File: config.mk
export PLATFORM = sky130hd
export DESIGN_NAME = strided_nd_address_walker
export DESIGN_NICKNAME = d
export VERILOG_FILES = /design/src/rtl/core/swalk_pkg.sv /design/src/rtl/core/swalk_cfg.sv /design/src/rtl/core/swalk_index.sv /design/src/rtl/core/swalk_offset.sv /design/src/rtl/core/strided_nd_address_walker.sv
export VERILOG_INCLUDE_DIRS = /design/src /design/src/rtl/core
export SDC_FILE = /design/constraint.sdc
export NUM_CORES = 2
export LEC_CHECK = 0
export CAP_MARGIN = 10
export CORE_MARGIN = 5
export CORE_UTILIZATION = 44
export CTS_CLUSTER_DIAMETER = 60
export DETAILED_ROUTE_END_ITERATION = 16
export DONT_BUFFER_PORTS = 1
export PLACE_DENSITY = 0.72
export SYNTH_ARGS = -nofsm -noshare
export SYNTH_HDL_FRONTEND = slang
export SYNTH_SLANG_ARGS = --single-unit
export TNS_END_PERCENT = 30
File: constraint.sdc
create_clock -name i_clk -period 13.8 [get_ports i_clk]
set_clock_uncertainty 0.2 [all_clocks]
set_input_delay 1.38 -clock i_clk [delete_from_list [all_inputs] [get_ports i_clk]]
set_output_delay 1.38 -clock i_clk [all_outputs]
set_load 0.005 [all_outputs]
File: src/rtl/core/strided_nd_address_walker_macros.svh
// Assertion macros shared by the strided address walker RTL.
`ifndef STRIDED_ND_ADDRESS_WALKER_MACROS_SVH
`define STRIDED_ND_ADDRESS_WALKER_MACROS_SVH
`ifndef ASSERT_OFF
// Checks a property on every rising clock edge outside of reset.
`define SWALK_ASSERT(lbl, prop) \
    lbl: assert property (@(posedge i_clk) disable iff (!i_rst_n) (prop)) \
        else $error("walker assertion failed");
// Checks that a condition holds in the cycle after a trigger.
`define SWALK_ASSERT_NEXT(lbl, trig, cond) \
    lbl: assert property (@(posedge i_clk) disable iff (!i_rst_n) (trig) |=> (cond)) \
        else $error("walker assertion failed");
`else
`define SWALK_ASSERT(lbl, prop)
`define SWALK_ASSERT_NEXT(lbl, trig, cond)
`endif
`endif

File: src/rtl/core/swalk_pkg.sv
// Types, widths and helper functions of the strided address walker.
`timescale 1ns / 1ps
package swalk_pkg;
    localparam int SIZE_W     = 9;
    localparam int STEP_W     = 24;
    localparam int IDX_W      = 8;
    localparam int SRC_W      = 34;
    localparam int DST_W      = 32;
    localparam int PROD_W     = STEP_W + IDX_W;
    localparam int CFG_DATA_W = 24;
    localparam int MAX_EXTENT = 256;
    localparam int S_TDATA_W  = 8;
    localparam int M_TDATA_W  = 72;

    typedef logic [IDX_W-1:0] t_idx;

    typedef struct packed {
        logic             last;
        logic [DST_W-1:0] dst;
    } t_walk_ctl;

    // Highest legal index of a dimension; a zero size acts as one, a size
    // above the maximum extent acts as the maximum extent.
    function automatic t_idx extent_limit(input logic [SIZE_W-1:0] size);
        t_idx lim;
        if (size == '0) begin
            lim = '0;
        end else if (size > SIZE_W'(MAX_EXTENT)) begin
            lim = IDX_W'(MAX_EXTENT - 1);
        end else begin
            lim = IDX_W'(size - SIZE_W'(1));
        end
        return lim;
    endfunction
endpackage

File: src/rtl/core/swalk_cfg.sv
// Configuration register file: per-dimension sizes and source strides.
`timescale 1ns / 1ps
module swalk_cfg #(
    parameter int NUM_DIMS  = 4,
    parameter int CFG_IDX_W = 3
) (
    input  logic                                   i_clk,
    input  logic                                   i_rst_n,
    input  logic                                   i_we,
    input  logic [CFG_IDX_W-1:0]                   i_index,
    input  logic [swalk_pkg::CFG_DATA_W-1:0]       i_data,
    output logic [NUM_DIMS*swalk_pkg::SIZE_W-1:0]  o_size,
    output logic [NUM_DIMS*swalk_pkg::STEP_W-1:0]  o_step
);
    import swalk_pkg::*;

    localparam int SIZE_BASE = 0;
    localparam int STEP_BASE = NUM_DIMS;

    logic [SIZE_W-1:0] r_size [NUM_DIMS];
    logic [STEP_W-1:0] r_step [NUM_DIMS];

    always_ff @(posedge i_clk) begin
        if (!i_rst_n) begin
            for (int d = 0; d < NUM_DIMS; d++) begin
                r_size[d] <= SIZE_W'(1);
                r_step[d] <= (d == NUM_DIMS - 1) ? STEP_W'(1) : '0;
            end
        end else if (i_we) begin
            for (int d = 0; d < NUM_DIMS; d++) begin
                if (i_index == CFG_IDX_W'(SIZE_BASE + d)) begin
                    r_size[d] <= i_data[SIZE_W-1:0];
                end
                if (i_index == CFG_IDX_W'(STEP_BASE + d)) begin
                    r_step[d] <= i_data[STEP_W-1:0];
                end
            end
        end
    end

    always_comb begin
        for (int d = 0; d < NUM_DIMS; d++) begin
            o_size[d*SIZE_W +: SIZE_W] = r_size[d];
            o_step[d*STEP_W +: STEP_W] = r_step[d];
        end
    end
endmodule

File: src/rtl/core/swalk_index.sv
// Odometer index state: clamps, advances with carry and counts elements.
`timescale 1ns / 1ps
`include "strided_nd_address_walker_macros.svh"
module swalk_index #(
    parameter int NUM_DIMS = 4
) (
    input  logic                                   i_clk,
    input  logic                                   i_rst_n,
    input  logic                                   i_accept,
    input  logic                                   i_restart,
    input  logic [NUM_DIMS*swalk_pkg::SIZE_W-1:0]  i_size,
    output logic [NUM_DIMS*swalk_pkg::IDX_W-1:0]   o_idx,
    output swalk_pkg::t_walk_ctl                   o_ctl
);
    import swalk_pkg::*;

    t_idx              r_idx [NUM_DIMS];
    t_idx              n_idx [NUM_DIMS];
    logic [DST_W-1:0]  r_cnt;
    logic [DST_W-1:0]  n_cnt;
    t_idx              clamped [NUM_DIMS];
    logic [NUM_DIMS-1:0] at_end;
    logic [NUM_DIMS-1:0] bump;
    logic              last;
    logic [DST_W-1:0]  base_cnt;

    // The innermost dimension always takes the increment; each dimension that
    // sits at its limit passes the carry outward. A carry out of the outermost
    // dimension ends the walk.
    always_comb begin
        t_idx base;
        t_idx lim;
        logic carry;
        carry = 1'b1;
        for (int d = NUM_DIMS - 1; d >= 0; d--) begin
            base       = i_restart ? '0 : r_idx[d];
            lim        = extent_limit(i_size[d*SIZE_W +: SIZE_W]);
            clamped[d] = (base > lim) ? lim : base;
            at_end[d]  = (clamped[d] == lim);
            bump[d]    = carry;
            carry      = carry & at_end[d];
        end
        last     = carry;
        base_cnt = i_restart ? '0 : r_cnt;
        n_cnt    = last ? '0 : base_cnt + DST_W'(1);
        for (int d = 0; d < NUM_DIMS; d++) begin
            if (last) begin
                n_idx[d] = '0;
            end else if (bump[d]) begin
                n_idx[d] = at_end[d] ? '0 : clamped[d] + IDX_W'(1);
            end else begin
                n_idx[d] = clamped[d];
            end
            o_idx[d*IDX_W +: IDX_W] = clamped[d];
        end
        o_ctl.last = last;
        o_ctl.dst  = base_cnt;
    end

    always_ff @(posedge i_clk) begin
        if (!i_rst_n) begin
            for (int d = 0; d < NUM_DIMS; d++) begin
                r_idx[d] <= '0;
            end
            r_cnt <= '0;
        end else if (i_accept) begin
            for (int d = 0; d < NUM_DIMS; d++) begin
                r_idx[d] <= n_idx[d];
            end
            r_cnt <= n_cnt;
        end
    end

    `SWALK_ASSERT_NEXT(a_wrap_clears, i_accept && o_ctl.last, r_cnt == '0 && r_idx[0] == '0)
    `SWALK_ASSERT_NEXT(a_count_steps, i_accept && !o_ctl.last, r_cnt == $past(o_ctl.dst) + DST_W'(1))
    `SWALK_ASSERT_NEXT(a_idle_holds, !i_accept, $stable(r_cnt) && $stable(r_idx[NUM_DIMS-1]))
endmodule

File: src/rtl/core/swalk_offset.sv
// Three-stage offset pipeline: index capture, stride products, sum and output.
`timescale 1ns / 1ps
`include "strided_nd_address_walker_macros.svh"
module swalk_offset #(
    parameter int NUM_DIMS = 4
) (
    input  logic                                   i_clk,
    input  logic                                   i_rst_n,
    input  logic                                   i_valid,
    output logic                                   o_ready,
    input  logic [NUM_DIMS*swalk_pkg::IDX_W-1:0]   i_idx,
    input  swalk_pkg::t_walk_ctl                   i_ctl,
    input  logic [NUM_DIMS*swalk_pkg::STEP_W-1:0]  i_step,
    output logic                                   o_valid,
    input  logic                                   i_m_ready,
    output logic [swalk_pkg::SRC_W-1:0]            o_src,
    output swalk_pkg::t_walk_ctl                   o_ctl
);
    import swalk_pkg::*;

    logic                        r_v1;
    logic [NUM_DIMS*IDX_W-1:0]   r_idx1;
    t_walk_ctl                   r_ctl1;
    logic                        r_v2;
    logic [PROD_W-1:0]           r_prod [NUM_DIMS];
    t_walk_ctl                   r_ctl2;
    logic                        r_v3;
    logic [SRC_W-1:0]            r_src3;
    t_walk_ctl                   r_ctl3;
    logic                        out_free;
    logic                        s2_free;
    logic                        s1_free;
    logic [SRC_W-1:0]            sum;

    assign out_free = !r_v3 || i_m_ready;
    assign s2_free  = !r_v2 || out_free;
    assign s1_free  = !r_v1 || s2_free;
    assign o_ready  = s1_free;

    always_comb begin
        sum = '0;
        for (int d = 0; d < NUM_DIMS; d++) begin
            sum = sum + SRC_W'(r_prod[d]);
        end
    end

    always_ff @(posedge i_clk) begin
        if (!i_rst_n) begin
            r_v1 <= 1'b0;
            r_v2 <= 1'b0;
            r_v3 <= 1'b0;
        end else begin
            if (s1_free) begin
                r_v1 <= i_valid;
            end
            if (s2_free) begin
                r_v2 <= r_v1;
            end
            if (out_free) begin
                r_v3 <= r_v2;
            end
        end
    end

    always_ff @(posedge i_clk) begin
        if (s1_free && i_valid) begin
            r_idx1 <= i_idx;
            r_ctl1 <= i_ctl;
        end
        if (s2_free && r_v1) begin
            for (int d = 0; d < NUM_DIMS; d++) begin
                r_prod[d] <= PROD_W'(i_step[d*STEP_W +: STEP_W]) *
                             PROD_W'(r_idx1[d*IDX_W +: IDX_W]);
            end
            r_ctl2 <= r_ctl1;
        end
        if (out_free && r_v2) begin
            r_src3 <= sum;
            r_ctl3 <= r_ctl2;
        end
    end

    assign o_valid = r_v3;
    assign o_src   = r_src3;
    assign o_ctl   = r_ctl3;

    `SWALK_ASSERT_NEXT(a_capture, i_valid && o_ready, r_v1)
    `SWALK_ASSERT_NEXT(a_out_hold, r_v3 && !i_m_ready, r_v3 && $stable(r_src3) && $stable(r_ctl3))
    `SWALK_ASSERT(a_empty_ready, !r_v1 |-> o_ready)
endmodule

File: src/rtl/core/strided_nd_address_walker.sv
// Top level of the strided N-dimensional address walker.
`timescale 1ns / 1ps
// Strided N-dimensional address walker. Each input beat steps a row-major
// odometer over NUM_DIMS dimensions (the last one fastest) and yields one
// result beat: the strided source offset, the sum over dimensions of stride
// times index, and the destination offset, which is the running element count.
// The beat of the final element carries tlast, and the walk then wraps to zero.
// Setting the restart bit of an input beat clears the index and count before
// that element is produced. A stride of zero repeats a dimension (broadcast).
// Throughput is one beat per clock cycle unless the master side stalls: the
// index state advances in the cycle a beat is accepted, and the offset
// arithmetic runs in a three-stage pipeline (index capture, stride multiplies,
// sum). A result beat is offered on the master side from the sum register.
// The slave side stalls only when all three stages hold results that the
// master side has not taken.
// Configuration registers are written through the cfg channel, which is always
// ready: indexes 0 to NUM_DIMS-1 are sizes (outermost first), the next NUM_DIMS
// are source strides; other indexes are ignored. Write them only while idle.
// A size of zero acts as one and a size above 256 acts as 256.
module strided_nd_address_walker #(
    parameter int NUM_DIMS = 4
) (
    input  logic                                 i_clk,
    input  logic                                 i_rst_n,
    input  logic                                 s_axis_tvalid,
    output logic                                 s_axis_tready,
    // [0] restart, [7:1] zero
    input  logic [swalk_pkg::S_TDATA_W-1:0]      s_axis_tdata,
    output logic                                 m_axis_tvalid,
    input  logic                                 m_axis_tready,
    // [33:0] src_offset, [65:34] dst_offset, [71:66] zero
    output logic [swalk_pkg::M_TDATA_W-1:0]      m_axis_tdata,
    output logic                                 m_axis_tlast,
    input  logic                                 i_cfg_valid,
    output logic                                 o_cfg_ready,
    input  logic [$clog2(2*NUM_DIMS)-1:0]        i_cfg_index,
    input  logic [swalk_pkg::CFG_DATA_W-1:0]     i_cfg_data
);
    import swalk_pkg::*;

    localparam int CFG_IDX_W = $clog2(2 * NUM_DIMS);

    logic [NUM_DIMS*SIZE_W-1:0] size_vec;
    logic [NUM_DIMS*STEP_W-1:0] step_vec;
    logic [NUM_DIMS*IDX_W-1:0]  idx_vec;
    t_walk_ctl                  walk_ctl;
    t_walk_ctl                  out_ctl;
    logic [SRC_W-1:0]           out_src;
    logic                       pipe_ready;
    logic                       accept;

    assign o_cfg_ready   = 1'b1;
    assign s_axis_tready = pipe_ready;
    assign accept        = s_axis_tvalid && pipe_ready;

    swalk_cfg #(
        .NUM_DIMS  (NUM_DIMS),
        .CFG_IDX_W (CFG_IDX_W)
    ) u_cfg (
        .i_clk   (i_clk),
        .i_rst_n (i_rst_n),
        .i_we    (i_cfg_valid),
        .i_index (i_cfg_index),
        .i_data  (i_cfg_data),
        .o_size  (size_vec),
        .o_step  (step_vec)
    );

    swalk_index #(
        .NUM_DIMS (NUM_DIMS)
    ) u_index (
        .i_clk     (i_clk),
        .i_rst_n   (i_rst_n),
        .i_accept  (accept),
        .i_restart (s_axis_tdata[0]),
        .i_size    (size_vec),
        .o_idx     (idx_vec),
        .o_ctl     (walk_ctl)
    );

    swalk_offset #(
        .NUM_DIMS (NUM_DIMS)
    ) u_offset (
        .i_clk     (i_clk),
        .i_rst_n   (i_rst_n),
        .i_valid   (s_axis_tvalid),
        .o_ready   (pipe_ready),
        .i_idx     (idx_vec),
        .i_ctl     (walk_ctl),
        .i_step    (step_vec),
        .o_valid   (m_axis_tvalid),
        .i_m_ready (m_axis_tready),
        .o_src     (out_src),
        .o_ctl     (out_ctl)
    );

    assign m_axis_tdata = {(M_TDATA_W - SRC_W - DST_W)'(0), out_ctl.dst, out_src};
    assign m_axis_tlast = out_ctl.last;
endmodule
==> impl_metrics.tcl <==
set metrics [dict create \
    io_buffer_count 0 \
    place_ws_ns 7.040 \
    place.gp.congestion 0.9069 \
    drt-initial-drc-count 2382 \
    drv_slew 0 \
    clk_latency_ns 0.64 \
    ant_nets 0 \
    hold_path.class "flip-flop to flip-flop" \
    antenna_found_initial 22 \
    fin_util_pct 47.68 \
    p_per_area_nw_per_um2 198.8 \
    tns_ns 0 \
    area_growth_pct 7.381 \
    cts_hold_buffers 0 \
    post-cts-setup-buffer-count 0 \
    yosys_register_bits 492 \
    cts_tree "yes" \
    ir_drop_mv 0.2152 \
    setup-violations-final 0 \
    synthArstFlopShare_pct 0 \
    start_util_pct 44.40 \
    hpwl_mm 86.84 \
    synth_ff_type "edfxtp_1" \
    muxShareOfSynthArea_pct 0.4515 \
    synthXorXnorAreaFrac_pct 3.888 \
    gr-total-overflow 0 \
    wl_mm 114.8 \
    firstDrtPassIters 6 \
    crit_path_start_kind "flip-flop" \
    max_slew_margin_pct 25.06 \
    grt_pass1_wl_mm 182.6 \
    num-fill-cells 9675 \
    timing.final.ws_setup_ns 6.926 \
    drive_gt1_share_pct 3.306 \
    ys_seq_area_share_pct 30.26 \
    cap_violations 0 \
    ctsHtreeMaxLevel 2 \
    cts.repair.resized 0 \
    syn_inst 4625 \
    std_cell_rows 120 \
    viasPerCell 5.377 \
    multi_input_area_um2 30170 \
    die_y_um 339.1 \
    wire_per_inst_um 18.87 \
    synth_edf_count 457 \
    cts_buffers 57 \
    crit_arrival_ns 7.06 \
    cts_buffer_depth 3 \
    tightest_slew_ns 1.120 \
    ys_top_cells_by_count "and2_1 (727), inv_1 (691), fa_1 (562)" \
    synthAdderAreaFrac_pct 31.88 \
    synth_cell_type_count 88 \
    syn_avg_cell_area_um2 10.31 \
    io_pins 116 \
    yosys.area_share.simple_pct 18.01 \
    rsz0062_at_grt "no" \
    outcome "finished clean" \
    synth_compound_area_share_pct 8.914 \
    drc 0 \
    dieArea_um2 115000 \
    grt_use_total_pct 19.86 \
    fin_nets 5496 \
    synth_most_common_cell "and2_1" \
    die_w_um 339.1 \
    seq_area_um2 14420 \
    criticalPathCategory "flip-flop to flip-flop" \
    power_leakage_nw 23.07 \
    worst_ep_required_time_ns 13.99 \
    cts_root_buf "clkbuf_16" \
    yosys_warnings 0 \
    clkTransAtPathRegs_ns 0.07 \
    clock_sinks 492 \
    p_total_mw 10.18 \
    num_vias 32695 \
    fmax_mhz 145.5 \
    first_global_vias 33508 \
    final_hold_viol_count 0 \
    finalCritPeriodShare_pct 49.81 \
    placed_cell_area_um2 49050 \
    synthesis.area_um2 47670 \
    synth_top_cell_by_area "edfxtp_1" \
    grt_max_degree 77 \
    endpoint_kind "flip-flop" \
    period_minus_slack_ns 6.874 \
    synth_area_leaders "edfxtp_1 (29%), fa_1 (24%), and2_1 (9.5%)" \
    crit_fanout 4 \
    synth_top_family_by_area "adder cells" \
    core-area_um2 107400 \
    synth_top_area_share_pct 28.79 \
    finish.instance_area_um2 51180 \
]
==> per-layer routing <==
layer / vias up / GRT usage [%] / share of wire (%)
li1: 15187 / - / -
met1: 16176 / 26.25 / 42
met2: 1139 / 32.11 / 46
met3: 193 / 4.938 / 9.0
met4: 0 / 6.871 / 3.4
met5: - / 0 / 0
==> path summary, 6_finish.rpt <==
path              cells past startpoint                  end  slack, ns                   from
hold reg to reg                       0  u_offset.r_ctl2[19]       0.21    u_offset.r_ctl1[19]
setup / recovery                     24   u_offset.o_src[33]       6.93  u_offset.r_prod[0][0]
hold / removal                        0  u_offset.r_ctl2[19]       0.21    u_offset.r_ctl1[19]
setup reg to reg                     24   u_offset.o_src[33]       6.93  u_offset.r_prod[0][0]
==> logic make-up (layout without fill, tap and decap cells) <==
kind of cell	count (synthesis)	in the layout
adders and majority gates	878	878
xor gates and xnor gates	210	210
muxes	21	21
DFF	492	492
buffers and inverters	816	814
and+or+nand+nor	1563	1563
other	2	56
AOI/OAI and AO/OA	643	643
==> worst max-delay path: stages (launching register included) <==
cell and delay (ns):
edfxtp_1 0.37, ha_1 0.22, inv_1 0.07, fa_1 0.20, nor2b_1 0.07, o31ai_1 0.48
a211oi_1 0.20, nor3_1 0.30, o21ai_0 0.19, a21o_1 0.20, a21oi_1 0.20, o21ai_0 0.15
xnor2_1 0.47, fa_1 0.50, inv_1 0.06, ha_1 0.27, and3_1 0.20, a221oi_1 0.43
a21oi_1 0.16, nor2_1 0.16, o21ai_0 0.19, or4_1 0.48, a311o_1 0.36, a221o_1 0.31
a21o_1 0.18
==> where the power goes <==
part           internal [mW]  leakage [nW]  switching, mW
Sequential              2.22          4.70          0.193
Clock                  0.932         0.973          0.661
Combinational           2.59          17.4           3.57
Total                   5.75          23.1           4.43
==> cell type report <==
| class | count | area share [%] |
|---|---|---|
| Tap cell | 1403 | 3.430 |
| Clock buffer | 64 | 2.941 |
| Timing Repair Buffer | 17 | 0.2396 |
| Sequential cell | 492 | 28.18 |
| Multi-Input combinational cell | 3322 | 58.95 |
| Clock inverter | 42 | 0.9509 |
| Antenna cell | 49 | 0.2396 |
| Inverter | 691 | 5.067 |
==> flip-flops by register name, summed over array words and instances, names as in the netlist <==
signal,cells
u_offset.r_ctl2,33
u_offset.o_ctl,33
u_offset.r_ctl1,33
u_offset.r_prod,128
u_offset.r_v1,1
u_offset.o_valid,1
u_offset.o_src,34
u_cfg.r_size,36
u_index.r_cnt,32
u_index.r_idx,32
u_offset.r_v2,1
u_offset.r_idx1,32
u_cfg.r_step,96
==> metrics by stage <==
stage	hold WS, ns	instances
6_report	0.2145	6080
5_1_grt	0.2265	6053
4_1_cts	0.2188	6028
3_5_place_dp	0.2045	5922
3_3_place_gp	0.2032	5922
2_1_floorplan	0.2003	4630
==> cell usage in the layout (no fill, tap or decap), types with 8 or more instances in the layout <==
cell,Yosys,final
mux2i_1,17,17
clkinv_2,0,8
ha_1,313,313
o211ai_1,10,10
a211o_1,8,8
and3_1,35,35
nand2b_1,27,27
edfxtp_1,457,457
o31ai_1,32,31
buf_4,8,15
nand3_1,55,55
a31oi_1,23,23
nor3_1,51,50
and4_1,9,9
a211oi_1,25,25
nor3b_1,12,12
nand4_1,25,25
inv_1,691,690
clkbuf_16,0,59
o31a_1,8,8
o21bai_1,21,21
nand2_1,324,324
nor2_1,145,145
a21oi_1,165,165
dfxtp_1,35,35
nand3b_1,12,12
xor2_1,73,73
o21ai_0,118,115
or2_2,8,8
o21a_1,39,39
fa_1,562,562
nor4_1,13,13
a21o_1,93,93
and2_1,727,727
or3_1,19,19
nor2b_1,74,73
diode_2,0,49
or4_1,11,11
xnor2_1,136,136
inv_8,0,8
Note: power is estimated with default switching activity, not from simulation.
